==> src/hdl/mf3_pkg.sv <==
// Shared types and constants for the 3x3 median filter.
// No dependencies; every other file imports this package.
package mf3_pkg;

  localparam int PIX_W          = 8;
  localparam int CFG_DATA_W     = 12;
  localparam int CFG_IDX_W      = 1;
  localparam int MIN_DIM        = 3;
  localparam int WIDTH_RST      = 640;
  localparam int HEIGHT_RST     = 480;
  // output buffer and the number of pipeline slots that feed it
  localparam int OUT_FIFO_DEPTH = 8;
  localparam int PIPE_SLOTS     = 5;

  typedef logic [PIX_W-1:0] pix_t;

  typedef enum logic [CFG_IDX_W-1:0] {
    CFG_FRAME_WIDTH  = 1'b0,
    CFG_FRAME_HEIGHT = 1'b1
  } cfg_idx_e;

  typedef enum logic {
    OP_PIXEL = 1'b0,
    OP_DRAIN = 1'b1
  } opcode_e;

  // 3x3 window, index row*3+col; row 0 is the oldest line, col 0 the oldest column
  typedef pix_t [8:0] win_t;

  // per-word control from the sequencer into the line store
  typedef struct packed {
    logic shift;   // word moves the window (pixel in frame, or drain once the frame is in)
    logic wr;      // word writes the line store
    logic emit;    // word produces an output
    logic border;  // output position lies on the frame border
    logic last;    // output position is the last of the frame
    pix_t pix;
  } step_t;

  // control carried along with an output word through the sorter
  typedef struct packed {
    logic valid;
    logic border;
    logic last;
  } tag_t;

  typedef struct packed {
    pix_t pixel_out;
    logic frame_end;
  } out_word_t;

endpackage

==> src/hdl/mf3_stream_if.sv <==
// Stream interfaces for the median filter input and output channels.
// Depends on mf3_pkg for the pixel type.
interface mf3_in_if import mf3_pkg::*; ();
  logic valid;
  logic ready;
  logic opcode;
  pix_t pixel_in;

  modport source (output valid, output opcode, output pixel_in, input ready);
  modport sink (input valid, input opcode, input pixel_in, output ready);
endinterface


==> src/hdl/mf3_ctrl.sv <==
// Sequencer: frame size registers, input/output raster counters, word classification.
// Depends on mf3_pkg and mf3_in_if.
module mf3_ctrl import mf3_pkg::*; #(
  parameter int MAX_WIDTH  = 2048,
  parameter int MAX_HEIGHT = 2048
) (
  input  logic                         clk_i,
  input  logic                         rst_ni,
  input  logic                         cfg_we_i,
  input  logic [CFG_IDX_W-1:0]         cfg_idx_i,
  input  logic [CFG_DATA_W-1:0]        cfg_data_i,
  mf3_in_if.sink                       in_s,
  input  logic                         room_i,
  output step_t                        step_o,
  output logic [$clog2(MAX_WIDTH)-1:0] col_o
);

  localparam int WW  = $clog2(MAX_WIDTH + 1);
  localparam int HW  = $clog2(MAX_HEIGHT + 1);
  localparam int CW  = $clog2(MAX_WIDTH);
  localparam int RW  = $clog2(MAX_HEIGHT + 2);  // input row runs one past the frame on drain
  localparam int ORW = $clog2(MAX_HEIGHT);
  localparam int W_RST = (WIDTH_RST > MAX_WIDTH) ? MAX_WIDTH : WIDTH_RST;
  localparam int H_RST = (HEIGHT_RST > MAX_HEIGHT) ? MAX_HEIGHT : HEIGHT_RST;

  logic [WW-1:0]  w_q, w_d, w_clamp;
  logic [HW-1:0]  h_q, h_d, h_clamp;
  logic [CW-1:0]  in_col_q, in_col_d, out_col_q, out_col_d;
  logic [RW-1:0]  in_row_q, in_row_d;
  logic [ORW-1:0] out_row_q, out_row_d;
  int unsigned    cfg_val;

  logic accept, is_drain, in_done, primed;
  logic shift, wr, emit, border, last;
  logic col_end, out_col_end, out_row_end;

  // clamp written sizes to the supported range
  always_comb begin
    cfg_val = 32'(cfg_data_i);
    if (cfg_val < MIN_DIM) begin
      w_clamp = WW'(MIN_DIM);
    end else if (cfg_val > MAX_WIDTH) begin
      w_clamp = WW'(MAX_WIDTH);
    end else begin
      w_clamp = WW'(cfg_val);
    end
    if (cfg_val < MIN_DIM) begin
      h_clamp = HW'(MIN_DIM);
    end else if (cfg_val > MAX_HEIGHT) begin
      h_clamp = HW'(MAX_HEIGHT);
    end else begin
      h_clamp = HW'(cfg_val);
    end
  end

  always_comb begin
    w_d = w_q;
    h_d = h_q;
    if (cfg_we_i) begin
      case (cfg_idx_e'(cfg_idx_i))
        CFG_FRAME_WIDTH:  w_d = w_clamp;
        CFG_FRAME_HEIGHT: h_d = h_clamp;
        default: ;
      endcase
    end
  end

  // word classification
  assign in_s.ready  = room_i;
  assign accept      = in_s.valid && in_s.ready;
  assign is_drain    = (opcode_e'(in_s.opcode) == OP_DRAIN);
  assign in_done     = (in_row_q >= RW'(h_q));
  // output lags input by width+1 positions
  assign primed      = (in_row_q >= RW'(2)) || ((in_row_q == RW'(1)) && (in_col_q != '0));
  assign shift       = accept && (is_drain ? in_done : !in_done);
  assign wr          = accept && !is_drain && !in_done;
  assign emit        = accept && (is_drain ? in_done : (!in_done && primed));

  assign col_end     = (in_col_q == CW'(w_q - WW'(1)));
  assign out_col_end = (out_col_q == CW'(w_q - WW'(1)));
  assign out_row_end = (out_row_q == ORW'(h_q - HW'(1)));
  assign border      = (out_row_q == '0) || (out_col_q == '0) || out_row_end || out_col_end;
  assign last        = out_row_end && out_col_end;

  // raster counters; drains keep the input counter running past the frame
  always_comb begin
    in_col_d  = in_col_q;
    in_row_d  = in_row_q;
    out_col_d = out_col_q;
    out_row_d = out_row_q;
    if (shift) begin
      if (col_end) begin
        in_col_d = '0;
        in_row_d = in_row_q + RW'(1);
      end else begin
        in_col_d = in_col_q + CW'(1);
      end
    end
    if (emit) begin
      if (out_col_end) begin
        out_col_d = '0;
        out_row_d = out_row_q + ORW'(1);
      end else begin
        out_col_d = out_col_q + CW'(1);
      end
    end
    // end of frame or size change restarts the frame
    if ((emit && last) || cfg_we_i) begin
      in_col_d  = '0;
      in_row_d  = '0;
      out_col_d = '0;
      out_row_d = '0;
    end
  end

  always_ff @(posedge clk_i or negedge rst_ni) begin
    if (!rst_ni) begin
      w_q       <= WW'(W_RST);
      h_q       <= HW'(H_RST);
      in_col_q  <= '0;
      in_row_q  <= '0;
      out_col_q <= '0;
      out_row_q <= '0;
    end else begin
      w_q       <= w_d;
      h_q       <= h_d;
      in_col_q  <= in_col_d;
      in_row_q  <= in_row_d;
      out_col_q <= out_col_d;
      out_row_q <= out_row_d;
    end
  end

  assign step_o = '{shift: shift, wr: wr, emit: emit, border: border, last: last,
                    pix: in_s.pixel_in};
  assign col_o  = in_col_q;

endmodule

==> src/flat_wrapper.sv <==
// flat-port wrapper written by rule: the top's interface ports become plain ports
module mf3_ctrl_flat import mf3_pkg::*;
#(
  parameter int MAX_WIDTH  = 2048,
  parameter int MAX_HEIGHT = 2048
)
  (clk_i, rst_ni, cfg_we_i, cfg_idx_i, cfg_data_i, room_i, step_o, col_o, in_s_valid, in_s_opcode, in_s_pixel_in, in_s_ready);
  mf3_in_if in_s_i ();
  input  logic clk_i;
  input  logic rst_ni;
  input  logic cfg_we_i;
  input  logic [CFG_IDX_W-1:0] cfg_idx_i;
  input  logic [CFG_DATA_W-1:0] cfg_data_i;
  input  logic room_i;
  output step_t step_o;
  output logic [$clog2(MAX_WIDTH)-1:0] col_o;
  input wire logic [$bits(in_s_i.valid)-1:0] in_s_valid;
  input wire logic [$bits(in_s_i.opcode)-1:0] in_s_opcode;
  input wire logic [$bits(in_s_i.pixel_in)-1:0] in_s_pixel_in;
  output wire logic [$bits(in_s_i.ready)-1:0] in_s_ready;
  assign in_s_i.valid = in_s_valid;
  assign in_s_i.opcode = in_s_opcode;
  assign in_s_i.pixel_in = in_s_pixel_in;
  assign in_s_ready = in_s_i.ready;
  mf3_ctrl #(.MAX_WIDTH(MAX_WIDTH), .MAX_HEIGHT(MAX_HEIGHT)) u_core (.clk_i(clk_i), .rst_ni(rst_ni), .cfg_we_i(cfg_we_i), .cfg_idx_i(cfg_idx_i), .cfg_data_i(cfg_data_i), .in_s(in_s_i), .room_i(room_i), .step_o(step_o), .col_o(col_o));
endmodule
==> config.mk <==
export PLATFORM = sky130hd
export DESIGN_NAME = mf3_ctrl_flat
export DESIGN_NICKNAME = d
export VERILOG_FILES = /design/src/hdl/mf3_pkg.sv /design/src/hdl/mf3_stream_if.sv /design/src/hdl/mf3_ctrl.sv /design/src/flat_wrapper.sv
export SDC_FILE = /design/constraint.sdc
export NUM_CORES = 1
export LEC_CHECK = 0
export ABC_AREA = 1
export BUFFER_PORTS_ARGS = -buffer_cell sky130_fd_sc_hd__buf_4
export CAP_MARGIN = 10
export CORE_MARGIN = 4
export CORE_UTILIZATION = 45
export CTS_BUF_LIST = sky130_fd_sc_hd__clkbuf_4
export CTS_CLUSTER_DIAMETER = 120
export DETAILED_ROUTE_END_ITERATION = 16
export PLACE_DENSITY = 0.69
export SKIP_LAST_GASP = 1
export SYNTH_ARGS = -nofsm -noshare
export SYNTH_HDL_FRONTEND = slang
export SYNTH_SLANG_ARGS = --single-unit
==> constraint.sdc <==
create_clock -name clk_i -period 6.8 [get_ports clk_i]
set_clock_uncertainty 0.1 [all_clocks]
set_input_delay 1.36 -clock clk_i [delete_from_list [all_inputs] [get_ports clk_i]]
set_output_delay 1.36 -clock clk_i [all_outputs]
set_load 0.02 [all_outputs]
==> impl_summary.txt <==
----------------------------------------------------
[Outcome]
  Run status ... finished, final reports clean

[Min path]
  Worst min path class ... reg -> reg

[Logic synthesis]
  Synthesized area per cell ... 6.93 µm²
  Register bit total from synthesis ... 68
  Area share of xor/xnor cells in the synthesized design ... 0.0737
  Synth Area in Compound Gates ... 0.0702
  Syn Std Cell Area ... 5470 µm²
  Count of flip-flops with a built-in enable after synthesis ... 0
  Area share of fa/ha/maj cells after synthesis ... 0.0526
  Distinct cell type count after synthesis ... 40
  Post-Synth Simple-Gate Area ... 0.385
  Largest family of logic cells by synthesized area ... simple AND/OR/NAND/NOR gates
  Net Count, Synth ... 839
  Fraction of synthesis flops using an asynchronous set or reset pin ... 1.00
  Warnings, synthesis ... 0
  Cells after Synth ... 789
  Post-synthesis mux area share ... 0
  Most common flop cell mapped by yosys ... sky130_fd_sc_hd__dfrtp_1
  Sequential fraction of the synthesis area ... 0.313

[Cells and area]
  Inserted Diodes ... 0
  Fill cells ... 1,260
  Most common library cell in the layout ignoring fill and taps ... sky130_fd_sc_hd__nand2_1
  Layout Area Growth over Synthesis ... 7.14%
  Layout cells sized above 1 ... 0.116
  Commonest cells after routing, fill and taps aside ... sky130_fd_sc_hd__nand2_1 (227), sky130_fd_sc_hd__inv_1 (90), sky130_fd_sc_hd__nor2_1 (85)
  Final net count ... 854

[Die]
  Die area ... 14,000 µm²
  Initial cell density of the core ... 0.457
  Core ar. ... 12,000 µm²
  Die span in y ... 118 µm
  I/O Pins ... 52
  Floorplan row count ... 40
  Die span in x ... 118 µm

[Critical path]
  Worst path slowest cell ... sky130_fd_sc_hd__dfrtp_1
  Worst Setup Path Type ... reg -> out
  Element type at the critical path end ... primary output
  List of cells traversed by the critical path ... inv_2 -> ha_1 -> nand2_4 -> inv_1 -> nand2_1 -> nand2_1 -> nand2_1 -> nand2_1 -> a21oi_1 -> nand3_1 -> nor2_1 -> nand3_2 -> nor4_1 -> buf_4
  CP Data Required Time ... 5.34 ns
  Critical Path Fanout Max ... 14
  Most used cell, CP ... sky130_fd_sc_hd__nand2_1
  Max incr delay on CP ... 0.43 ns
  Worst EP arrival ... 2.87 ns
  Sort of element at the start of the critical path ... flip-flop

[Placement]
  DP HPWL ... 10,600 µm
  Count of buffers inserted at the top-level ports ... 35
  Gp weighted congestion ... 0.932

[Clock tree]
  TritonCTS Buffers ... 9
  TritonCTS Sinks ... 68
  Setup repair bufs after CTS ... 0
  Number of gates given a new drive strength after cts ... 0
  Worst skew pair latency ... 0.43 ns
  Clock Path Buffers ... 2
  Root buffer cell ... sky130_fd_sc_hd__clkbuf_4
  Clock transition time at the flip-flop clock pins of the worst setup and hold paths ... 0.12 ns
  Post-CTS Hold Fix Bufs ... 0
  Clock tree from TritonCTS ... done
  CTS H-Tree Depth ... 3

[Routing]
  Per-cell via count in the routed design ... 5.18
  Iteration-0 DRC count of the detailed router ... 334
  Overall routed net length ... 13,600 µm
  Post-route ant nets ... 0
  Routed length per placed instance ... 14.2 µm
  Remaining DRCs ... 0
  Pre-Repair DR Iteration Count ... 5
  Total number of vias ... 4,951

[STA]
  Highest clock rate ... 231 MHz
  Final sum of negative setup slack ... 0 ns
  Setup repair after global routing missed its margin ... no
  Final setup violation count ... 0
  Time the worst path needs with I/O delays and setup ... 4.33 ns
  Slew at the pin closest to its max-slew limit ... 0.886 ns
  Relative slew slack ... 0.407
  Worst hold-check slack ... 0.422 ns
  Max Transition Viols Final ... 0
  Count of endpoints failing hold in the final timing report ... 0
  Final worst path period share ... 0.637

[Global routing]
  Number of global-route vias before repair ... 4,586
  Number of antenna violations at the first check in global routing ... 0
  Maximum number of pins on one net before global-route repair ... 69
  Gr ovfl total ... 0
  Overall global routing resource usage ... 0.201
  First-pass GRT wire length ... 22,800 µm

[Pwr]
  Leak ... 0.00286 µW
  Maximum vdd drop ... 0.108 mV
  PD cells ... 209 nW/µm²

[Run]
  Maxcap violations ... 0

----------------------------------------------------
## final cells by class
cell class / instances / area [µm²] / share of cell area
Timing Repair Buffer: 36 / 270 / 0.0461
Tap cell: 147 / 184 / 0.0314
Clock buffer: 11 / 82.6 / 0.0141
Inverter: 94 / 355 / 0.0606
Clock inverter: 5 / 76.3 / 0.0130
Multi-Input combinational cell: 595 / 3180 / 0.543
Sequential cell: 68 / 1710 / 0.292
## cells in the mapped netlist, drive strengths merged (11+ instances only)
cell type	instances	area [µm²]
nor3	19	95.1
buf	22	175
dfrtp	62	1550
inv	94	355
nand3	84	498
ha	23	288
a21oi	13	76.3
nand2	233	913
o21ai	38	190
o211ai	11	96.3
nor2	94	400
nand4	15	93.8
xor2	37	324
## worst max-delay path: cells and delay by family, from the launching register on
kind	cells	cell delay (ns)
adders and majority gates	1	0.26
DFF	1	0.43
AOI/OAI and AO/OA	1	0.13
buffers and inverters	3	0.36
and+or+nand+nor	9	1.28
## routing by layer
layer	GRT usage	up-vias	part of all wire
met5	0	-	0
met1	0.272	2270	0.48
met2	0.328	108	0.46
met4	0.0791	0	0.025
met3	0.0263	24	0.037
li1	-	2549	-
## report_power, final
| part | switching, µW | leakage [µW] | total, µW | internal, µW |
|---|---|---|---|---|
| combinational | 264 | 0.00188 | 418 | 154 |
| sequential | 54.6 | 0.000900 | 499 | 445 |
| clock | 152 | 0.0000845 | 308 | 156 |
| total | 470 | 0.00286 | 1220 | 754 |
## kinds of logic (layout without fill, tap and decap cells)
logic type               count (synthesis)  count (layout)
AO/OA/AOI/OAI                           65              65
XOR/XNOR                                46              46
adder cells (fa/ha/maj)                 23              23
buffers and inverters                  126             146
flip-flops                              68              68
AND/OR/NAND/NOR                        461             461
## state kept, by name, summed over array words and instances, names as in the netlist
signal and count:
u_core.out_row_q 11, u_core.in_row_q 12, u_core.h_q 12, u_core.col_o 11, u_core.w_q 11, u_core.out_col_q 11
## stage by stage
step | total power [µW] | util | area (µm²) | setup WS [ns] | instances
CTS | 1240 | 0.490 | 5860 | 2.48 | 956
global route | 1320 | 0.490 | 5860 | 2.20 | 956
finish | 1220 | 0.490 | 5860 | 2.47 | 956
floorplan | 828 | - | 5470 | 3.29 | 789
global placement | 918 | 0.477 | 5700 | 2.98 | 940
detailed placement | 924 | 0.477 | 5700 | 2.99 | 940
## final timing paths
check                               from  slack [ns]             endpoint  cells past startpoint
max reg2reg                u_core.h_q[7]        3.22  u_core.out_row_q[0]                     13
min                        u_core.h_q[7]        0.42        u_core.h_q[7]                      2
min reg2reg                u_core.h_q[7]        0.42        u_core.h_q[7]                      2
min in group asynchronous         rst_ni        0.92      u_core.col_o[7]                      1
max                        u_core.w_q[0]        2.47            step_o[8]                     14
max in group asynchronous         rst_ni        5.08  u_core.out_row_q[7]                      1
(Power assumes the default switching activity.)
