--- src/hdl/mf3_pkg.sv ---
// Shared types and constants for the 3x3 median filter.
// No dependencies; every other file imports this package.
package mf3_pkg;

  localparam int PIX_W          = 8;
  localparam int CFG_DATA_W     = 12;
  localparam int CFG_IDX_W      = 1;
  localparam int MIN_DIM        = 3;
  localparam int WIDTH_RST      = 640;
  localparam int HEIGHT_RST     = 480;
  // output buffer and the number of pipeline slots that feed it
  localparam int OUT_FIFO_DEPTH = 8;
  localparam int PIPE_SLOTS     = 5;

  typedef logic [PIX_W-1:0] pix_t;

  typedef enum logic [CFG_IDX_W-1:0] {
    CFG_FRAME_WIDTH  = 1'b0,
    CFG_FRAME_HEIGHT = 1'b1
  } cfg_idx_e;

  typedef enum logic {
    OP_PIXEL = 1'b0,
    OP_DRAIN = 1'b1
  } opcode_e;

  // 3x3 window, index row*3+col; row 0 is the oldest line, col 0 the oldest column
  typedef pix_t [8:0] win_t;

  // per-word control from the sequencer into the line store
  typedef struct packed {
    logic shift;   // word moves the window (pixel in frame, or drain once the frame is in)
    logic wr;      // word writes the line store
    logic emit;    // word produces an output
    logic border;  // output position lies on the frame border
    logic last;    // output position is the last of the frame
    pix_t pix;
  } step_t;

  // control carried along with an output word through the sorter
  typedef struct packed {
    logic valid;
    logic border;
    logic last;
  } tag_t;

  typedef struct packed {
    pix_t pixel_out;
    logic frame_end;
  } out_word_t;

endpackage

--- src/hdl/mf3_median.sv ---
// Two-stage median-of-nine network: column sorts, then max/median/min of the rows.
// Depends on mf3_pkg.
module mf3_median import mf3_pkg::*; (
  input  logic      clk_i,
  input  logic      rst_ni,
  input  win_t      win_i,
  input  tag_t      tag_i,
  output logic      wr_o,
  output out_word_t word_o
);

  function automatic pix_t min2(pix_t a, pix_t b);
    return (a < b) ? a : b;
  endfunction

  function automatic pix_t max2(pix_t a, pix_t b);
    return (a > b) ? a : b;
  endfunction

  function automatic pix_t med3(pix_t a, pix_t b, pix_t c);
    return max2(min2(a, b), min2(max2(a, b), c));
  endfunction

  pix_t lo_q [3];
  pix_t mid_q [3];
  pix_t hi_q [3];
  pix_t ctr_a_q, ctr_b_q;
  pix_t mx_q, md_q, mn_q;
  tag_t tag_a_q, tag_b_q;

  // stage A: sort each column
  always_ff @(posedge clk_i) begin
    for (int c = 0; c < 3; c++) begin
      lo_q[c]  <= min2(min2(win_i[c], win_i[3 + c]), win_i[6 + c]);
      mid_q[c] <= med3(win_i[c], win_i[3 + c], win_i[6 + c]);
      hi_q[c]  <= max2(max2(win_i[c], win_i[3 + c]), win_i[6 + c]);
    end
    ctr_a_q <= win_i[4];
  end

  // stage B: largest low, median of middles, smallest high
  always_ff @(posedge clk_i) begin
    mx_q    <= max2(max2(lo_q[0], lo_q[1]), lo_q[2]);
    md_q    <= med3(mid_q[0], mid_q[1], mid_q[2]);
    mn_q    <= min2(min2(hi_q[0], hi_q[1]), hi_q[2]);
    ctr_b_q <= ctr_a_q;
  end

  always_ff @(posedge clk_i or negedge rst_ni) begin
    if (!rst_ni) begin
      tag_a_q <= '0;
      tag_b_q <= '0;
    end else begin
      tag_a_q <= tag_i;
      tag_b_q <= tag_a_q;
    end
  end

  // border positions pass the center pixel through
  assign wr_o             = tag_b_q.valid;
  assign word_o.pixel_out = tag_b_q.border ? ctr_b_q : med3(mx_q, md_q, mn_q);
  assign word_o.frame_end = tag_b_q.last;

endmodule

--- config.mk ---
export PLATFORM = sky130hd
export DESIGN_NAME = mf3_median
export DESIGN_NICKNAME = d
export VERILOG_FILES = /design/src/hdl/mf3_pkg.sv /design/src/hdl/mf3_median.sv
export SDC_FILE = /design/constraint.sdc
export NUM_CORES = 1
export LEC_CHECK = 0
export BUFFER_PORTS_ARGS = -buffer_cell sky130_fd_sc_hd__buf_2
export CORE_MARGIN = 5
export CORE_UTILIZATION = 44
export DETAILED_ROUTE_END_ITERATION = 16
export PLACE_DENSITY_LB_ADDON = 0.25
export SLEW_MARGIN = 30
export SYNTH_ARGS = -nofsm -noshare
export SYNTH_HDL_FRONTEND = slang
export SYNTH_SLANG_ARGS = --single-unit
export TNS_END_PERCENT = 5
--- constraint.sdc ---
create_clock -name clk_i -period 16.3 [get_ports clk_i]
set_input_delay 2.445 -clock clk_i [delete_from_list [all_inputs] [get_ports clk_i]]
set_output_delay 2.445 -clock clk_i [all_outputs]
set_load 0.05 [all_outputs]
==> metrics.yaml, run 1 <==
clocking:
  cts_buffers: 17
  clock_path_buffers: 2
  clock_sinks: 118
  path_clk_slew_ps: 60
  holdBufCountCts: 0
  cts-resized-gates: 0
  cts-root-buf: "clkbuf_16"
  clock_latency_ps: 420
  cts_htree_levels: 4
  post_cts_buffers: 0
  cts_tree: "built"
sta:
  grt_setup_unrepaired: "false"
  finalMaxSlewViolations: 0
  layout_min_cycle_time_ps: 9130
  setup_viol: 0
  worst_hold_slack_ps: 326
  setup_tns_ps: 0
  fin_crit_sh_pct: 56.0
  fin_skew_ps: 7.88
  hold_viol: 0
  max_clock_freq_mhz: 110
  worst_pin_slew_ps: 864
  maxSlewHeadroom_pct: 42.2
global_routing:
  grt.overflow.total: 0
  grt_pass1_vias: 7427
  antenna_found_initial: 0
  grt_usage_pct: 19.4
  grt_max_degree: 22
  grt_pass1_wl_mm: 37.9
synth:
  synthTopCellsByArea: "dfxtp_1 (23%), ha_1 (22%), mux2_2 (14%)"
  synthesis.area_um2: 9560
  yosysTopAreaCell: "dfxtp_1"
  synth.avg_cell_area_um2: 9.17
  yosys_warnings: 0
  ys_types: 54
  syn_nets: 1289
  ys_seq_area_share_pct: 25.0
  synth-async-reset-ratio_pct: 5.08
  synth_edf_count: 0
  yosys.area.top_type_share_pct: 23.5
  syn_inst: 1043
  synth_ff_type: "dfxtp_1"
  ys_ff_latch: 118
setup_path:
  r2r-end: "md_q[1]"
  crit-reg2reg-launch: "mid_q[0][15]"
  crit_fanout: 11
  reg2reg_slack_ps: 10750
  path_class: "flip-flop to output port"
  worst_setup_path_end_kind: "output port"
  crit_arrival_ps: 6690
  startpoint_type: "flip-flop"
  rr_worst_depth: 21
  cp.required_ps: 13860
worst_hold_path:
  hp-class: "flip-flop to flip-flop"
  whs_path_depth: 0
  worstHoldStart: "ctr_a_q[4]"
  hold_end: "ctr_b_q[4]"
route:
  ant_nets: 0
  drt_iter0_drc: 330
  drc: 0
  viasPerCell: 5.40
  vias: 7698
  wl_mm: 23.6
  drtPass1Iterations: 5
  avgRoutedWirePerCell_um: 16.5
floorplanning:
  die_area_um2: 24800
  die_y_um: 157
  ios: 87
  rows: 54
  initial_core_util_pct: 44.2
  die_w_um: 157
  core-area_um2: 21600
finish:
  fin_area_um2: 10900
  fillerInstances: 2075
  multi_input_area_um2: 6610
  num-nets-final: 1379
  diodes: 0
  layout-drive-gt1-share_pct: 22.4
  area.sequential_um2: 2390
  area_delta_synth_final_pct: 13.8
job:
  cap_violations: 0
placed_design:
  dp_hpwl_mm: 19.7
  portBuffers: 86
  place.gp.congestion: 0.909
  placed_area_um2: 10300
run_status:
  status: "completed"
[metrics by stage]
stage / util, % / cells / worst slack, ps
final: 50.3 / 1426 / 7170
after CTS: 50.2 / 1424 / 7190
after detailed placement: 47.5 / 1392 / 7670
after floorplan: - / 1043 / 8040
after global routing: 50.3 / 1426 / 6660
after global placement: 47.4 / 1392 / 7320
[critical path: stages (launching register included)]
cell and delay, ps:
dfxtp_1 360, inv_1 60, ha_1 280, a21oi_1 180, o21ai_1 200, or3_1 470
nand2_2 210, mux2_2 420, ha_1 310, a21oi_1 60, o21ai_0 340, or3_1 180
a31oi_1 60, a21oi_2 560, mux2i_1 260, ha_1 260, a21o_1 180, a21oi_1 120
a21boi_0 110, o21ai_0 470, o21ai_0 400, o32ai_1 370, a31o_2 160, buf_2 260
[layer usage]
metal / vias up / track usage [%] / share of wire, %
li1: 3970 / - / -
met2: 175 / 32.2 / 47
met5: - / 0 / 0
met1: 3517 / 25.8 / 47
met4: 0 / 5.41 / 1.7
met3: 36 / 3.71 / 4.5
[placed cells by master (no fill, tap or decap), types with 3 or more instances in the layout]
master / netlist / layout
o21bai_1: 8 / 8
nand2b_1: 8 / 8
nor2_1: 35 / 35
nor4b_1: 3 / 3
nand3_1: 16 / 16
a22oi_1: 3 / 3
inv_6: 0 / 7
o211ai_1: 12 / 12
nand4_1: 26 / 26
ha_1: 169 / 169
o21ai_0: 62 / 62
o22ai_1: 5 / 5
a211oi_1: 7 / 7
mux2i_1: 66 / 66
buf_2: 6 / 86
a31o_2: 4 / 4
nand2_1: 62 / 62
clkbuf_16: 0 / 17
a21oi_2: 2 / 4
nor2b_1: 22 / 22
dfxtp_1: 112 / 112
nor3_1: 4 / 4
or3_1: 6 / 6
dfrtp_1: 6 / 6
a21o_1: 31 / 31
o21ai_1: 3 / 3
inv_1: 128 / 128
and3_1: 6 / 6
mux2_2: 118 / 118
clkinv_4: 0 / 3
a21oi_1: 53 / 51
o31ai_1: 3 / 3
o32ai_1: 4 / 4
o21a_1: 13 / 13
[cell families after synthesis]
kind of cell	Yosys count	share of synthesized area, %
DFF	118	25.0
buffers and inverters	145	5.89
AOI/OAI and AO/OA	227	15.6
adders and majority gates	169	22.1
muxes	184	20.8
and+or+nand+nor	200	10.6
[layout make-up]
| class | instances | area share (%) |
|---|---|---|
| clock buffers | 18 | 4.04 |
| repair buffers | 88 | 4.07 |
| inverters | 128 | 4.42 |
| flip-flops and latches | 118 | 22.0 |
| well taps | 280 | 3.22 |
| clock inverters | 14 | 1.47 |
| multi-input cells | 780 | 60.8 |
[cell usage after synthesis, types with 4 or more instances]
| cell type | number |
|---|---|
| nand3_1 | 16 |
| nand2b_1 | 8 |
| nand4_1 | 26 |
| o21a_1 | 13 |
| a31o_2 | 4 |
| o21bai_1 | 8 |
| dfxtp_1 | 112 |
| clkbuf_1 | 8 |
| nor2b_1 | 22 |
| nor2_1 | 35 |
| nand2_1 | 62 |
| o32ai_1 | 4 |
| nor3_1 | 4 |
| ha_1 | 169 |
| mux2i_1 | 66 |
| mux2_2 | 118 |
| o211ai_1 | 12 |
| dfrtp_1 | 6 |
| a21o_1 | 31 |
| inv_1 | 128 |
| a211oi_1 | 7 |
| and3_1 | 6 |
| buf_2 | 6 |
| o22ai_1 | 5 |
| o21ai_0 | 62 |
| or3_1 | 6 |
| a21oi_1 | 53 |
[worst max path at each step]
stage,startpoint,endpoint,depth (start not counted)
floorplan,md_q[1],word_o[7],23
global placement,md_q[7],word_o[6],23
detailed placement,md_q[5],word_o[4],23
CTS,md_q[5],word_o[6],23
global route,md_q[5],word_o[3],23
finish,md_q[5],word_o[6],23
[sequential cells by signal (all words and copies together), names as in the netlist]
signal / count
ctr_a_q: 8
ctr_b_q: 8
hi_q: 24
lo_q: 24
md_q: 8
mid_q: 24
mn_q: 8
mx_q: 8
tag_a_q: 3
tag_b_q: 1
word_o: 1
wr_o: 1
Power of run 1 is not shown: default switching activity piles up to over one toggle a cycle in this logic, so the estimate is an artifact.
==> run 2: changes to the inputs <==
==> constraint.sdc (replaced) <==
create_clock -name clk_i -period 7.5 [get_ports clk_i]
set_input_delay 1.125 -clock clk_i [delete_from_list [all_inputs] [get_ports clk_i]]
set_output_delay 1.125 -clock clk_i [all_outputs]
set_load 0.05 [all_outputs]
==> metrics.yaml, run 2 (synthesis results as in run 1) <==
run_status:
  status: "completed"
finish:
  num-nets-final: 1384  # +0.36%
  top_regs: "hi_q: 24 flops, lo_q: 24 flops, mid_q: 24 flops"
  layout-drive-gt1-share_pct: 22.7  # +0.25 points
  area_delta_synth_final_pct: 14.4
  mostFrequentLayoutCells: "ha_1 (169), inv_1 (128), mux2_2 (118)"
  final_common_cell: "ha_1"
  diodes: 0  # unchanged
floorplanning:
  rows: 54  # unchanged
  core-area_um2: 21600  # unchanged
  die_area_um2: 24800  # unchanged
  ios: 87  # unchanged
  die_w_um: 157  # unchanged
  die_y_um: 157  # unchanged
  initial_core_util_pct: 44.2  # unchanged
global_routing:
  gr-usage-met1_pct: 26.1  # +0.36 points
  grt_pass1_vias: 7660  # +3.1%
  grt.overflow.total: 0  # unchanged
  antenna_found_initial: 1  # +1
  use_met3_pct: 3.16  # -0.55 points
  grt_usage_pct: 19.6  # +0.24 points
  grtUsageMet2_pct: 33.0  # +0.83 points
  grt_max_degree: 22  # unchanged
  grt-busiest-layer: "met2"
  grt_pass1_wl_mm: 38.5  # +1.5%
clocking:
  cts_htree_levels: 4  # unchanged
  cts-resized-gates: 0  # unchanged
  path_clk_slew_ps: 60  # about the same
  cts_tree: "built"
  clock_latency_ps: 410  # about the same
  cts-root-buf: "clkbuf_16"
  clock_path_buffers: 2  # unchanged
  post_cts_buffers: 0  # unchanged
  cts_buffers: 17  # unchanged
  holdBufCountCts: 0  # unchanged
  clock_sinks: 118  # unchanged
setup_path:
  crit_family: "compound AO/OA/AOI/OAI gates"
  crit_arrival_ps: 6050  # -640 ps
  slowest_stage: "or3_1"
  path_buf_inv: 4  # +2
  crit_fanout: 8  # -3
  startpoint_type: "flip-flop"
  critPathMostFrequentCell: "ha_1"
  cp.required_ps: 6380  # -7480 ps
  worst_setup_path_end_kind: "output port"
  path_class: "flip-flop to output port"
  reg2reg_slack_ps: 1810  # -8940 ps
  crit_path_max_incr_delay_ps: 450  # -110 ps
sta:
  layout_min_cycle_time_ps: 7180
  maxSlewHeadroom_pct: 41.3  # -0.92 points
  grt_setup_unrepaired: "false"
  finalMaxSlewViolations: 0  # unchanged
  hold_viol: 0  # unchanged
  fin_skew_ps: 6.51  # -1.36 ps
  worst_pin_slew_ps: 878  # +13.8 ps
  fin_crit_sh_pct: 95.7
  setup_viol: 0  # unchanged
  max_clock_freq_mhz: 139
  setup_tns_ps: 0  # unchanged
route:
  wl_mm: 23.8  # +1.1%
  drt_iter0_drc: 352  # +6.7%
  vias: 7680  # -0.23%
  ant_nets: 0  # unchanged
  viasPerCell: 5.37  # -0.58%
  avgRoutedWirePerCell_um: 16.7  # +0.74%
  drtPass1Iterations: 5  # unchanged
  drc: 0  # unchanged
job:
  cap_violations: 0  # unchanged
placed_design:
  dp_hpwl_mm: 19.8  # +0.67%
  place.gp.congestion: 0.885  # -2.6%
  portBuffers: 86  # unchanged
worst_hold_path:
  hp-class: "flip-flop to flip-flop"
==> run 2: changes by cell type in the layout (fill, tap and decap cells not counted), sizes merged <==
cell,before,now
inv,135,129
clkinv,4,6
clkbuf,19,24
buf,87,89
bufinv,2,3
clkinvlp,1,2
==> run 2: final cells by class <==
| type | count | area (µm²) |
|---|---|---|
| Clock inverter | 12 | 151 |
| Multi-Input combinational cell | 780 | 6620 |
| Sequential cell | 118 | 2390 |
| Inverter | 128 | 480 |
| Tap cell | 280 | 350 |
| Timing Repair Buffer | 93 | 488 |
| Clock buffer | 20 | 447 |
| Fill cell | 2041 | 10700 |
==> run 2: path summary, 6_finish.rpt <==
path / end / cells after the start / startpoint
max in group asynchronous: tag_a_q[1] / 1 / rst_ni
hold / removal: ctr_b_q[3] / 0 / ctr_a_q[3]
min in group asynchronous: wr_o / 1 / rst_ni
hold reg to reg: ctr_b_q[3] / 0 / ctr_a_q[3]
setup reg to reg: md_q[3] / 20 / mid_q[0][7]
setup / recovery: word_o[6] / 25 / md_q[1]
==> run 2: routing by layer <==
layer	up-vias	wire [µm]
met4	0	471
met3	31	925
li1	3962	-
met1	3549	11200
met5	-	0
met2	138	11300
==> run 2: worst reg2reg max path, cell delays in order, from the launching register on <==
cell and delay (ps):
dfxtp_1 430, ha_1 300, a21oi_1 150, o21ai_0 130
nor2b_1 180, nor2_2 420, mux2_2 420, ha_1 300
a211oi_1 210, o21bai_1 160, nor2_1 220, o21a_1 180
a211o_1 350, mux2i_1 340, ha_1 300, a21o_1 190
a221o_1 290, a21oi_1 140, o21ai_0 80, nand2_1 370
mux2i_1 400
==> run 2: stage by stage <==
step | hold WS, ps | utilization [%] | worst slack, ps | cells | instance area (µm²)
6_report | 321 | 50.6 | 323 | 1431 | 10900
5_1_grt | 330 | 50.6 | 26.8 | 1431 | 10900
4_1_cts | 324 | 50.4 | 29.6 | 1429 | 10900
3_5_place_dp | 314 | 47.6 | 528 | 1397 | 10300
3_3_place_gp | 311 | 47.6 | 341 | 1396 | 10300
2_1_floorplan | 310 | - | 565 | 1043 | 9560
Power of run 2 is left out for the same reason.
==> run 3: changes to the inputs <==
--- a/config.mk
+++ b/config.mk
@@ -6,10 +6,12 @@
 export NUM_CORES = 1
 export LEC_CHECK = 0
 export BUFFER_PORTS_ARGS = -buffer_cell sky130_fd_sc_hd__buf_2
+export CAP_MARGIN = 20
 export CORE_MARGIN = 5
 export CORE_UTILIZATION = 44
 export DETAILED_ROUTE_END_ITERATION = 16
 export PLACE_DENSITY_LB_ADDON = 0.25
+export REMOVE_ABC_BUFFERS = 1
 export SLEW_MARGIN = 30
 export SYNTH_ARGS = -nofsm -noshare
 export SYNTH_HDL_FRONTEND = slang
==> metrics.yaml, run 3 (synthesis results as in run 1) <==
run_status:
  status: "completed"
floorplanning:
  die_y_um: 157  # unchanged
  core-area_um2: 21600  # unchanged
  rows: 54  # unchanged
  die_area_um2: 24800  # unchanged
  initial_core_util_pct: 44.2  # unchanged
  ios: 87  # unchanged
  die_w_um: 157  # unchanged
finish:
  diodes: 0  # unchanged
  final_common_cell: "ha_1"
  mostFrequentLayoutCells: "ha_1 (169), inv_1 (128), mux2_2 (118)"
  num-nets-final: 1384  # unchanged
  area_delta_synth_final_pct: 15.1
  fillerInstances: 2061  # +0.98%
  layout-drive-gt1-share_pct: 23.4  # +0.70 points
  top_regs: "hi_q: 24 flops, lo_q: 24 flops, mid_q: 24 flops"
  fin_area_um2: 11000  # +0.66%
clocking:
  holdBufCountCts: 0  # unchanged
  clock_sinks: 118  # unchanged
  cts-root-buf: "clkbuf_16"
  cts_htree_levels: 4  # unchanged
  clock_path_buffers: 2  # unchanged
  cts_buffers: 17  # unchanged
  cts_tree: "built"
  path_clk_slew_ps: 60  # about the same
  clock_latency_ps: 420  # about the same
setup_path:
  path_class: "flip-flop to output port"
  worst_setup_path_end_kind: "output port"
  path_buf_inv: 4  # unchanged
  crit_fanout: 8  # unchanged
  critPathMostFrequentCell: "ha_1"
  crit_path_max_incr_delay_ps: 440  # about the same
  slowest_stage: "or3_1"
  crit_family: "compound AO/OA/AOI/OAI gates"
  startpoint_type: "flip-flop"
  crit_arrival_ps: 6030  # -20 ps
  crit_chain: "inv_1, ha_1, nor2b_1, o211a_1, or3_1, nand2_2, mux2_2, ha_1, a21oi_1, o21ai_0, or3_1, a31oi_2, a21oi_4, buf_4, mux2i_1, ha_1, and3_1, a21boi_0, o21ai_0, buf_4, o21ai_2, o32ai_1, a31o_2, buf_2"
  cp.required_ps: 6380  # about the same
global_routing:
  antenna_found_initial: 1  # unchanged
  grt_max_degree: 22  # unchanged
  grt.overflow.total: 0  # unchanged
  grt_pass1_wl_mm: 38.9  # +1.2%
  grt_pass1_vias: 7688  # +0.37%
  grt_usage_pct: 19.7  # +0.059 points
sta:
  layout_min_cycle_time_ps: 7160  # -18.3 ps
  setup_viol: 0  # unchanged
  hold_viol: 0  # unchanged
  fin_crit_sh_pct: 95.4  # -0.24 points
  worst_pin_slew_ps: 860  # -17.1 ps
  maxSlewHeadroom_pct: 42.6  # +1.4 points
  grt_setup_unrepaired: "false"
  finalMaxSlewViolations: 0  # unchanged
  setup_tns_ps: 0  # unchanged
  max_clock_freq_mhz: 140  # +0.26%
  fin_skew_ps: 12.8  # +6.26 ps
  worst_hold_slack_ps: 326  # +4.85 ps
route:
  drtPass1Iterations: 6  # +1
  drc: 0  # unchanged
  wl_mm: 24.1  # +1.0%
  avgRoutedWirePerCell_um: 16.8  # +1.0%
  vias: 7778  # +1.3%
  viasPerCell: 5.44  # +1.3%
  drt_iter0_drc: 349  # -0.85%
  ant_nets: 0  # unchanged
placed_design:
  place.gp.congestion: 0.899  # +1.5%
  portBuffers: 86  # unchanged
  dp_hpwl_mm: 19.9  # +0.30%
  placed_area_um2: 10300  # -0.11%
worst_hold_path:
  hp-class: "flip-flop to flip-flop"
job:
  cap_violations: 0  # unchanged
-- run 3: cell count changes in the layout (fill, tap and decap cells not counted), moves of 2 or more --
cell and delta:
clkinv_2 -4, clkinvlp_4 +3, o21ai_1 -3, clkbuf_1 -2
clkinv_4 +2, o21ai_2 +2, o32ai_1 -2, o32ai_2 +2
-- run 3: timing repair --
item,in CTS,in global routing
gates resized for setup,0,13
buffers inserted,0,2
setup endpoints to repair,0,8
-- run 3: worst paths after layout --
check,from,endpoint,slack (ps),depth (start not counted)
min,ctr_a_q[7],ctr_b_q[7],330,0
max,md_q[1],word_o[4],340,24
max reg2reg,mid_q[0][9],md_q[7],1860,21
min in group asynchronous,rst_ni,tag_b_q[1],520,1
min reg2reg,ctr_a_q[7],ctr_b_q[7],330,0
max in group asynchronous,rst_ni,tag_a_q[2],6840,1
-- run 3: layer usage --
metal / track usage, % / routed length [µm] / vias up
li1: - / - / 3973
met1: 26.9 / 11500 / 3647
met2: 32.6 / 11600 / 129
met3: 2.78 / 675 / 29
met4: 5.33 / 348 / 0
met5: 0 / 0 / -
-- run 3: final cells by class --
class	count	area (µm²)	area share (%)
Clock buffer	18	439	3.99
Clock inverter	14	201	1.83
Inverter	128	480	4.37
Multi-Input combinational cell	780	6650	60.5
Sequential cell	118	2390	21.7
Tap cell	280	350	3.18
Timing Repair Buffer	93	488	4.43
-- run 3: per-stage QoR --
stage          setup slack (ps)  cells  utilization [%]
6_report                    342   1431             50.9
5_1_grt                    37.2   1431             50.9
4_1_cts                    85.7   1427             50.5
3_5_place_dp                548   1395             47.6
3_3_place_gp                249   1395             47.6
2_1_floorplan               342   1026                -
Power of run 3 is left out for the same reason.
