===== src/hdl/mf3_pkg.sv =====
// Shared types and constants for the 3x3 median filter.
// No dependencies; every other file imports this package.
package mf3_pkg;

  localparam int PIX_W          = 8;
  localparam int CFG_DATA_W     = 12;
  localparam int CFG_IDX_W      = 1;
  localparam int MIN_DIM        = 3;
  localparam int WIDTH_RST      = 640;
  localparam int HEIGHT_RST     = 480;
  // output buffer and the number of pipeline slots that feed it
  localparam int OUT_FIFO_DEPTH = 8;
  localparam int PIPE_SLOTS     = 5;

  typedef logic [PIX_W-1:0] pix_t;

  typedef enum logic [CFG_IDX_W-1:0] {
    CFG_FRAME_WIDTH  = 1'b0,
    CFG_FRAME_HEIGHT = 1'b1
  } cfg_idx_e;

  typedef enum logic {
    OP_PIXEL = 1'b0,
    OP_DRAIN = 1'b1
  } opcode_e;

  // 3x3 window, index row*3+col; row 0 is the oldest line, col 0 the oldest column
  typedef pix_t [8:0] win_t;

  // per-word control from the sequencer into the line store
  typedef struct packed {
    logic shift;   // word moves the window (pixel in frame, or drain once the frame is in)
    logic wr;      // word writes the line store
    logic emit;    // word produces an output
    logic border;  // output position lies on the frame border
    logic last;    // output position is the last of the frame
    pix_t pix;
  } step_t;

  // control carried along with an output word through the sorter
  typedef struct packed {
    logic valid;
    logic border;
    logic last;
  } tag_t;

  typedef struct packed {
    pix_t pixel_out;
    logic frame_end;
  } out_word_t;

endpackage


===== src/hdl/mf3_stream_if.sv =====


interface mf3_out_if import mf3_pkg::*; ();
  logic valid;
  logic ready;
  pix_t pixel_out;
  logic frame_end;

  modport source (output valid, output pixel_out, output frame_end, input ready);
  modport sink (input valid, input pixel_out, input frame_end, output ready);
endinterface


===== src/hdl/mf3_out_fifo.sv =====
// Output word buffer; absorbs words in flight while the output side stalls.
// Depends on mf3_pkg and mf3_out_if.
module mf3_out_fifo import mf3_pkg::*; (
  input  logic       clk_i,
  input  logic       rst_ni,
  input  logic       wr_i,
  input  out_word_t  word_i,
  output logic       room_o,
  mf3_out_if.source  out_s
);

  localparam int AW   = $clog2(OUT_FIFO_DEPTH);
  localparam int CNTW = $clog2(OUT_FIFO_DEPTH + 1);

  out_word_t       mem [OUT_FIFO_DEPTH];
  logic [AW-1:0]   wr_ptr_q, rd_ptr_q;
  logic [CNTW-1:0] cnt_q, cnt_d;
  logic            rd;

  assign rd              = out_s.valid && out_s.ready;
  assign out_s.valid     = (cnt_q != '0);
  assign out_s.pixel_out = mem[rd_ptr_q].pixel_out;
  assign out_s.frame_end = mem[rd_ptr_q].frame_end;
  // keep space for every word the pipeline may still deliver
  assign room_o          = (cnt_q < CNTW'(OUT_FIFO_DEPTH - PIPE_SLOTS));

  always_ff @(posedge clk_i) begin
    if (wr_i) begin
      mem[wr_ptr_q] <= word_i;
    end
  end

  always_comb begin
    cnt_d = cnt_q;
    if (wr_i && !rd) begin
      cnt_d = cnt_q + CNTW'(1);
    end else if (!wr_i && rd) begin
      cnt_d = cnt_q - CNTW'(1);
    end
  end

  always_ff @(posedge clk_i or negedge rst_ni) begin
    if (!rst_ni) begin
      wr_ptr_q <= '0;
      rd_ptr_q <= '0;
      cnt_q    <= '0;
    end else begin
      cnt_q <= cnt_d;
      if (wr_i) begin
        wr_ptr_q <= (wr_ptr_q == AW'(OUT_FIFO_DEPTH - 1)) ? '0 : wr_ptr_q + AW'(1);
      end
      if (rd) begin
        rd_ptr_q <= (rd_ptr_q == AW'(OUT_FIFO_DEPTH - 1)) ? '0 : rd_ptr_q + AW'(1);
      end
    end
  end

endmodule


===== src/flat_wrapper.sv =====
// flat-port wrapper written by rule: the top's interface ports become plain ports
module mf3_out_fifo_flat import mf3_pkg::*;
  (clk_i, rst_ni, wr_i, word_i, room_o, out_s_valid, out_s_pixel_out, out_s_frame_end, out_s_ready);
  mf3_out_if out_s_i ();
  input  logic clk_i;
  input  logic rst_ni;
  input  logic wr_i;
  input  out_word_t word_i;
  output logic room_o;
  output wire logic [$bits(out_s_i.valid)-1:0] out_s_valid;
  output wire logic [$bits(out_s_i.pixel_out)-1:0] out_s_pixel_out;
  output wire logic [$bits(out_s_i.frame_end)-1:0] out_s_frame_end;
  input wire logic [$bits(out_s_i.ready)-1:0] out_s_ready;
  assign out_s_valid = out_s_i.valid;
  assign out_s_pixel_out = out_s_i.pixel_out;
  assign out_s_frame_end = out_s_i.frame_end;
  assign out_s_i.ready = out_s_ready;
  mf3_out_fifo u_core (.clk_i(clk_i), .rst_ni(rst_ni), .wr_i(wr_i), .word_i(word_i), .room_o(room_o), .out_s(out_s_i));
endmodule

===== config.mk =====
export PLATFORM = sky130hd
export DESIGN_NAME = mf3_out_fifo_flat
export DESIGN_NICKNAME = d
export VERILOG_FILES = /design/src/hdl/mf3_pkg.sv /design/src/hdl/mf3_stream_if.sv /design/src/hdl/mf3_out_fifo.sv /design/src/flat_wrapper.sv
export SDC_FILE = /design/constraint.sdc
export NUM_CORES = 1
export LEC_CHECK = 0
export BUFFER_PORTS_ARGS = -buffer_cell sky130_fd_sc_hd__buf_2
export CAP_MARGIN = 20
export CORE_ASPECT_RATIO = 0.7
export CORE_UTILIZATION = 55
export DETAILED_ROUTE_END_ITERATION = 10
export PLACE_DENSITY = 0.74
export SETUP_SLACK_MARGIN = 0.15
export SYNTH_ARGS = -nofsm -noshare
export SYNTH_HDL_FRONTEND = slang
export SYNTH_SLANG_ARGS = --single-unit

===== constraint.sdc =====
create_clock -name clk_i -period 7.3 [get_ports clk_i]
set_input_delay 1.46 -clock clk_i [delete_from_list [all_inputs] [get_ports clk_i]]
set_output_delay 1.46 -clock clk_i [all_outputs]
set_load 0.01 [all_outputs]

==> results of run 1 <==
worst max-delay path by stage:
stage | start | end | slack [ns] | cells past startpoint
floorplan | out_s_ready | u_core.cnt_q[3]$_DFFE_PN0P_ | 4.24 | 7
global placement | u_core.rd_ptr_q[0]$_DFFE_PN0P_ | out_s_pixel_out[4] | 3.80 | 3
detailed placement | u_core.rd_ptr_q[0]$_DFFE_PN0P_ | out_s_pixel_out[7] | 3.73 | 3
CTS | u_core.rd_ptr_q[0]$_DFFE_PN0P_ | out_s_pixel_out[7] | 3.36 | 3
global route | u_core.rd_ptr_q[0]$_DFFE_PN0P_ | out_s_pixel_out[7] | 3.28 | 3
finish | u_core.rd_ptr_q[0]$_DFFE_PN0P_ | out_s_frame_end | 3.40 | 3
sequential cells by signal, summed over array words and instances (netlist names):
signal	count
u_core.wr_ptr_q	3
u_core.rd_ptr_q	3
u_core.mem	72
u_core.cnt_q	4
power groups by stage:
stage | sequential [mW] | combinational, mW | clock, mW
final | 0.695 | 0.398 | 0.338
after CTS | 0.696 | 0.399 | 0.345
after global placement | 0.697 | 0.374 | 0
after detailed placement | 0.706 | 0.398 | 0
after global routing | 0.708 | 0.435 | 0.361
after floorplan | 0.638 | 0.341 | 0
worst max-delay path, stage by stage, from the launching register on:
cell,delay (ns)
dfrtp_1,1.02
mux4_1,0.66
mux2_2,0.28
buf_2,0.14
Yosys cell counts (2+ instances only):
| cell type | n | area share |
|---|---|---|
| mux2_2 | 12 | 0.039 |
| inv_1 | 2 | 0.0022 |
| mux4_1 | 17 | 0.13 |
| nand2_1 | 7 | 0.0077 |
| xnor2_1 | 2 | 0.0051 |
| edfxtp_1 | 72 | 0.63 |
| a21oi_1 | 2 | 0.0029 |
| ha_1 | 7 | 0.026 |
| nand3_1 | 2 | 0.0029 |
| o21ai_0 | 3 | 0.0044 |
| buf_6 | 2 | 0.0066 |
| nand2b_1 | 4 | 0.0073 |
| nor2_1 | 6 | 0.0066 |
| dfrtp_1 | 10 | 0.073 |
| or4_1 | 2 | 0.0044 |
| o211ai_1 | 2 | 0.0044 |
| nor3_1 | 4 | 0.0058 |
| buf_2 | 2 | 0.0029 |
stage by stage:
step | worst slack [ns] | total power, mW | hold slack, ns | util
after floorplan | 4.24 | 0.979 | 0.497 | -
after global placement | 3.80 | 1.07 | 0.515 | 0.615
after detailed placement | 3.73 | 1.10 | 0.558 | 0.615
after CTS | 3.36 | 1.44 | 0.576 | 0.650
after global routing | 3.28 | 1.50 | 0.606 | 0.652
final | 3.40 | 1.43 | 0.586 | 0.652
final cells by class:
type | instances | area, µm² | share of cell area
Tap cell | 75 | 93.8 | 0.0245
Inverter | 2 | 7.51 | 0.00196
Clock inverter | 5 | 80.1 | 0.0209
Clock buffer | 10 | 128 | 0.0334
Timing Repair Buffer | 24 | 123 | 0.0320
Multi-Input combinational cell | 80 | 982 | 0.257
Sequential cell | 82 | 2410 | 0.630
kinds of logic (layout without fill, tap and decap cells):
group	count (synthesis)	after routing	synth area share
flops	82	82	0.703
xor+xnor	2	2	0.00510
simple gates	27	27	0.0386
compound gates	12	12	0.0292
fa+ha+maj	8	8	0.0314
buf+inv	8	41	0.0139
mux	31	31	0.179
metal layers:
metal,share of wire,up-vias
met4,0.011,0
met2,0.51,41
met3,0.037,8
met1,0.44,833
li1,-,763
met5,0,-
==> flow_summary.toml, run 1 <==
[pwr]
combPwrFrac = 0.278
clkPwrFrac = 0.236
p_per_area_nw_per_um2 = 374
p_switching_mw = 0.427
p_int_mw = 1.00
cellLeakagePower_nw = 1.35
switching_share = 0.299
vdd_drop_max_uv = 164
power_frac_seq = 0.486

[cts]
ctsHoldBuffers = 0
cts_resized = 0
clock-sinks = 82
cts.htree.levels = 3
cts_root_buffer = "clkbuf_8"
clk_path_buf_depth = 2
cts_tree = "built"
clock_latency_ns = 0.33
cts_setup_buffers = 0
clk_pin_slew_ns = 0.08
cts_buffers = 9

[timing]
setup_viol = 0
worst_pin_slew_ns = 1.07
maxSlewViolCount = 0
max_freq_ghz = 0.256
period_share = 0.535
relSlewSlack = 0.284
period_needed_ns = 3.90
fin_setup_tns_ns = 0
finalHoldViolations = 0
rsz0062_at_grt = "no"
finClkSkew_ns = 0.00522

[synthesis]
synth_ff_type = "edfxtp_1"
syn_area_per_cell_um2 = 20.2
synthCells = 170
synth.distinct_cells = 30
synth_edf_count = 72
synthArstFlopShare = 0.122
ys.warnings.count = 0
synth_seq_area_share = 0.703
synthesis.area_um2 = 3430
yosys_register_bits = 82
syn_nets = 191

[critical_path]
critPathArrivalTime_ns = 2.44
r2r_start = "u_core.cnt_q[0]$_DFFE_PN0P_"
reg2reg_slack_ns = 4.58
crit_required_ns = 5.84
worstSetupStartpointType = "register"
r2r-end = "u_core.cnt_q[3]$_DFFE_PN0P_"
reg2reg_depth = 7
crit_path_end_kind = "primary output"
critPathMaxFanout = 21
path_class = "reg2out"

[final_layout]
nFillCells = 398
design_area_um2 = 3830
drive_gt1_frac = 0.266
layout_common_cells = "72 x edfxtp_1, 23 x buf_2, 17 x mux4_1, 12 x mux2_2, 10 x dfrtp_1"
final_cells = 278
final_common_cell = "edfxtp_1"
area_growth_pct = 11.5
diodes = 0
nets = 220

[min_path]
worst_hold_path_type = "reg2reg"
min_to = "u_core.wr_ptr_q[0]$_DFFE_PN0P_"
hp-start = "u_core.wr_ptr_q[0]$_DFFE_PN0P_"
holdPathStages = 2

[global_routing]
grt_overflow_total = 0
met2_usage = 0.351
top_usage_layer = "met2"
grt_pass1_wl_mm = 8.71
grt_pass1_vias = 1703
grt_util_met3 = 0.0556
grt_util_met1 = 0.243
grt_max_degree = 22
grt.total_usage = 0.201
antenna_found_initial = 0

[placement]
dp.cells = 262
io_buffers = 23
dp_hpwl_mm = 3.71
gp_congestion = 0.826
placed_cell_area_um2 = 3610

[die]
ios = 24
core_um2 = 5870
start_util = 0.585
die_h_um = 68.1
dieArea_um2 = 6560
die_w_um = 96.4
num_rows = 23

[routing]
ant_nets = 0
via_per_inst = 5.92
drc = 0
routedWlPerCell_um = 20.8
totalWireLength_mm = 5.77
drtIter0Drc = 106
via_count = 1645
first_pass_iters = 4

[outcome]
status = "finished, final reports clean"

[job]
max-cap-violations = 0
No activity file was read; power rests on OpenSTA's default activity.
==> inputs of run 2 (changes only) <==
==> constraint.sdc (replaced) <==
create_clock -name clk_i -period 3.85 [get_ports clk_i]
set_input_delay 0.77 -clock clk_i [delete_from_list [all_inputs] [get_ports clk_i]]
set_output_delay 0.77 -clock clk_i [all_outputs]
set_load 0.01 [all_outputs]
==> run 2 against run 1 <==
Net effect: sequential cell count unchanged; register-to-register slack got worse by 3.5 ns; total power increased by 96%; critical path depth increased by 1; combinational power increased by 100%; first-iteration DRC count decreased by 9.4%; via count increased by 0.91%; clock skew decreased by 0.00091 ns; routed wire length increased by 0.73%; highest routed layer unchanged.
==> flow_summary.toml, run 2 (synthesized netlist as in run 1, its figures left out) <==
[global_routing]
grt_util_met3 = 0.0567
met2_usage = 0.349
antenna_found_initial = 0
grt_overflow_total = 0
top_usage_layer = "met2"
grt_pass1_vias = 1702
grt_max_degree = 21
grt.total_usage = 0.210
grt_pass1_wl_mm = 9.11
grt_util_met1 = 0.270

[final_layout]
largest_register_ffs = 72
design_area_um2 = 3880
final_common_cell = "edfxtp_1"
regMostFlops = "u_core.mem"
area_growth_pct = 13.2
reg_top3 = "u_core.mem x72, u_core.cnt_q x4"
nets = 224
diodes = 0
layout_common_cells = "72 x edfxtp_1, 23 x buf_2, 17 x mux4_1, 12 x mux2_2, 10 x dfrtp_1"
drive_gt1_frac = 0.275

[pwr]
vdd_drop_max_uv = 339
cellLeakagePower_nw = 1.39
p_per_area_nw_per_um2 = 721
finalPower_mw = 2.80

[die]
ios = 24
core_um2 = 5870
die_w_um = 96.4
die_h_um = 68.1
num_rows = 23
start_util = 0.585
dieArea_um2 = 6560

[placement]
dp_hpwl_mm = 3.66
gp_congestion = 0.814
placed_cell_area_um2 = 3620
io_buffers = 23

[timing]
period_share = 0.779
setup_viol = 0
relSlewSlack = 0.301
rsz0062_at_grt = "no"
maxSlewViolCount = 0
hold-worst-slack_ns = 0.289
period_needed_ns = 3.00
finalHoldViolations = 0
finClkSkew_ns = 0.00432
worst_pin_slew_ns = 1.04
fin_setup_tns_ns = 0
max_freq_ghz = 0.333

[routing]
first_pass_iters = 4
routedWlPerCell_um = 20.6
drc = 0
via_per_inst = 5.89
via_count = 1660
totalWireLength_mm = 5.81
drtIter0Drc = 96
ant_nets = 0

[job]
max-cap-violations = 0

[cts]
clk_pin_slew_ns = 0.08
cts_buffers = 9
ctsHoldBuffers = 0
clock-sinks = 82
clk_path_buf_depth = 2
clock_latency_ns = 0.34
cts_setup_buffers = 0
cts_tree = "built"
cts_resized = 0
cts_root_buffer = "clkbuf_8"
cts.htree.levels = 3

[critical_path]
crit_required_ns = 3.08
critPathArrivalTime_ns = 2.23
path_class = "reg2out"
r2r_start = "u_core.cnt_q[0]$_DFFE_PN0P_"
reg2reg_depth = 7
r2r-end = "u_core.cnt_q[3]$_DFFE_PN0P_"
critPathMaxFanout = 15
reg2reg_slack_ns = 1.11
crit_path_end_kind = "primary output"
worstSetupStartpointType = "register"

[outcome]
status = "finished, final reports clean"

[min_path]
worst_hold_path_type = "in2async"
run 2: metrics by stage:
step | worst slack [ns] | utilization | cells
6_report | 0.850 | 0.662 | 282
5_1_grt | 0.757 | 0.662 | 282
4_1_cts | 0.809 | 0.658 | 280
3_5_place_dp | 1.10 | 0.617 | 265
3_3_place_gp | 1.21 | 0.617 | 265
2_1_floorplan | 1.38 | - | 170
run 2: how the worst max path moves through the flow:
| stage | startpoint | end | cells past startpoint |
|---|---|---|---|
| 6_report | u_core.rd_ptr_q[0]$_DFFE_PN0P_ | out_s_pixel_out[3] | 4 |
| 5_1_grt | u_core.rd_ptr_q[0]$_DFFE_PN0P_ | out_s_pixel_out[3] | 4 |
| 4_1_cts | u_core.rd_ptr_q[0]$_DFFE_PN0P_ | out_s_pixel_out[3] | 4 |
| 3_5_place_dp | u_core.cnt_q[0]$_DFFE_PN0P_ | u_core.cnt_q[3]$_DFFE_PN0P_ | 7 |
| 3_3_place_gp | u_core.cnt_q[0]$_DFFE_PN0P_ | u_core.cnt_q[3]$_DFFE_PN0P_ | 7 |
| 2_1_floorplan | u_core.cnt_q[0]$_DFFE_PN0P_ | u_core.cnt_q[3]$_DFFE_PN0P_ | 7 |
run 2: area by class of cell:
type | count | area [µm²]
Sequential cell | 82 | 2410
Clock inverter | 6 | 115
Inverter | 2 | 7.51
Fill cell | 388 | 1990
Tap cell | 75 | 93.8
Timing Repair Buffer | 28 | 160
Clock buffer | 9 | 124
Multi-Input combinational cell | 80 | 972
run 2: per-layer routing:
layer  up-vias  share of wire
met5         -              0
met2        42           0.51
met3         9          0.050
met1       835           0.43
li1        774              -
met4         0          0.011
run 2: worst max-delay path: stages, from the launching register on:
cell and delay [ns]:
dfrtp_1 0.54, buf_4 0.33, mux4_1 0.60, mux2_2 0.27, buf_2 0.14
run 2: report_power, final:
group          total, mW  switching, mW  internal, mW
Clock              0.719          0.289         0.430
Sequential          1.28          0.165          1.12
Combinational      0.798          0.361         0.437
Total               2.80          0.815          1.98
==> inputs of run 3 (changes only) <==
==> constraint.sdc (replaced) <==
create_clock -name clk_i -period 3.1 [get_ports clk_i]
set_input_delay 0.62 -clock clk_i [delete_from_list [all_inputs] [get_ports clk_i]]
set_output_delay 0.62 -clock clk_i [all_outputs]
set_load 0.01 [all_outputs]
==> run 3 against run 2 <==
Net effect: first-iteration DRC count fell by 5.2%; design area increased by 1.1%; global-route usage is 1.4 points higher; clock-buffer cell count grew 2; largest cell class unchanged; combinational power increased by 33%; total power is 26% higher; setup slack worse by 0.58 ns; sequential cell count unchanged; critical endpoint is now out_s_pixel_out[4]; clock power up 21%; critical path depth is the same; via count is 3.7% higher.
==> flow_summary.toml, run 3 (synthesized netlist as in run 1, its figures left out) <==
[outcome]
status = "finished, final reports clean"

[cts]
ctsHoldBuffers = 0
clk_pin_slew_ns = 0.08
cts_buffers = 9
cts_tree = "built"
cts_setup_buffers = 0
clock-sinks = 82
clk_path_buf_depth = 2
clock_latency_ns = 0.35
cts_resized = 0
cts_root_buffer = "clkbuf_8"
cts.htree.levels = 3

[placement]
io_buffers = 23
placed_cell_area_um2 = 3690
gp_congestion = 0.753
dp_hpwl_mm = 3.96
dpl_worst_slack_ns = 0.344
dp.cells = 272

[final_layout]
regMostFlops = "u_core.mem"
nets = 229
drive_gt1_frac = 0.296
area_growth_pct = 14.4
diodes = 0
reg_top3 = "u_core.mem x72, u_core.cnt_q x4"
nFillCells = 392
final_common_cell = "edfxtp_1"
design_area_um2 = 3930
layout_common_cells = "72 x edfxtp_1, 23 x buf_2, 17 x mux4_1, 12 x mux2_2, 11 x clkbuf_8"
largest_register_ffs = 72
final_cells = 288

[timing]
fin_ws_ns = 0.265
relSlewSlack = 0.612
rsz0062_at_grt = "no"
period_needed_ns = 2.83
period_share = 0.914
setup_viol = 0
maxSlewViolCount = 0
worst_pin_slew_ns = 0.582
finalHoldViolations = 0
fin_setup_tns_ns = 0
max_freq_ghz = 0.353
finClkSkew_ns = 0.00917

[die]
die_w_um = 96.4
start_util = 0.585
num_rows = 23
ios = 24
dieArea_um2 = 6560
die_h_um = 68.1
core_um2 = 5870

[critical_path]
r2r-end = "u_core.cnt_q[3]$_DFFE_PN0P_"
r2r_start = "u_core.cnt_q[0]$_DFFE_PN0P_"
path_class = "reg2out"
crit_path_end_kind = "primary output"
path_cells = "buf_12 -> mux4_1 -> mux2_2 -> buf_2"
critPathArrivalTime_ns = 2.21
worstSetupStartpointType = "register"
cp_slowest_cell = "dfrtp_1"
critPathMaxFanout = 13
crit_required_ns = 2.48
reg2reg_depth = 7
crit_path_max_incr_delay_ns = 0.66
reg2reg_slack_ns = 0.32

[pwr]
cellLeakagePower_nw = 1.42
vdd_drop_max_uv = 379
p_per_area_nw_per_um2 = 898

[routing]
first_pass_iters = 4
totalWireLength_mm = 6.24
via_count = 1722
ant_nets = 0
drc = 0
routedWlPerCell_um = 21.7
via_per_inst = 5.98
drtIter0Drc = 91

[global_routing]
grt_pass1_vias = 1759
grt_max_degree = 15
antenna_found_initial = 0
grt.total_usage = 0.224
grt_pass1_wl_mm = 9.67
grt_overflow_total = 0

[min_path]
worst_hold_path_type = "in2async"

[job]
max-cap-violations = 0
## run 3: cell types whose count changed in the layout (fill, tap and decap cells not counted)
| cell | before | now |
|---|---|---|
| clkinvlp_4 | 1 | 0 |
| inv_6 | 1 | 0 |
| buf_12 | 0 | 1 |
| buf_6 | 2 | 0 |
| buf_4 | 3 | 9 |
| clkinv_4 | 1 | 3 |
| bufinv_16 | 3 | 2 |
| clkbuf_8 | 9 | 11 |
## run 3: per-layer routing
layer  track usage  share of wire  vias up
met5             0              0        -
li1              -              -      788
met2         0.367           0.50       61
met4         0.114         0.0040        0
met1         0.276           0.43      871
met3        0.0667          0.063        2
## run 3: cell type report
type	instances	area, µm²	share of cell area
tap	75	93.8	0.0239
sequential	82	2410	0.614
inverter	2	7.51	0.00191
clock buffer	11	151	0.0386
clock inverter	5	86.3	0.0220
timing repair buffer	33	203	0.0516
multi-input combinational	80	972	0.248
## run 3: worst max-delay path by stage
stage                                         from                     endpoint  slack, ns  cells past startpoint
finish              u_core.rd_ptr_q[0]$_DFFE_PN0P_           out_s_pixel_out[4]       0.27                      4
global route        u_core.rd_ptr_q[0]$_DFFE_PN0P_           out_s_pixel_out[4]       0.15                      4
CTS                 u_core.rd_ptr_q[0]$_DFFE_PN0P_           out_s_pixel_out[4]       0.23                      4
detailed placement     u_core.cnt_q[0]$_DFFE_PN0P_  u_core.cnt_q[3]$_DFFE_PN0P_       0.34                      7
global placement       u_core.cnt_q[0]$_DFFE_PN0P_  u_core.cnt_q[3]$_DFFE_PN0P_       0.56                      7
floorplan              u_core.cnt_q[0]$_DFFE_PN0P_  u_core.cnt_q[3]$_DFFE_PN0P_       0.63                      7
## run 3: per-stage QoR
step	hold WS [ns]	power [mW]	utilization
after floorplan	0.324	2.31	-
after global placement	0.494	2.60	0.628
after detailed placement	0.504	2.67	0.628
after CTS	0.118	3.56	0.669
after global routing	0.121	3.72	0.669
final	0.133	3.53	0.669
## run 3: critical path: cells and delay by family, from the launching register on
kind / cells / cell delay [ns]
DFF: 1 / 0.66
buffers and inverters: 2 / 0.36
muxes: 2 / 0.84
## run 3: power breakdown
| group | total, mW | switching (mW) | internal, mW |
|---|---|---|---|
| registers | 1.60 | 0.213 | 1.39 |
| logic | 1.06 | 0.481 | 0.575 |
| clock network | 0.873 | 0.372 | 0.502 |
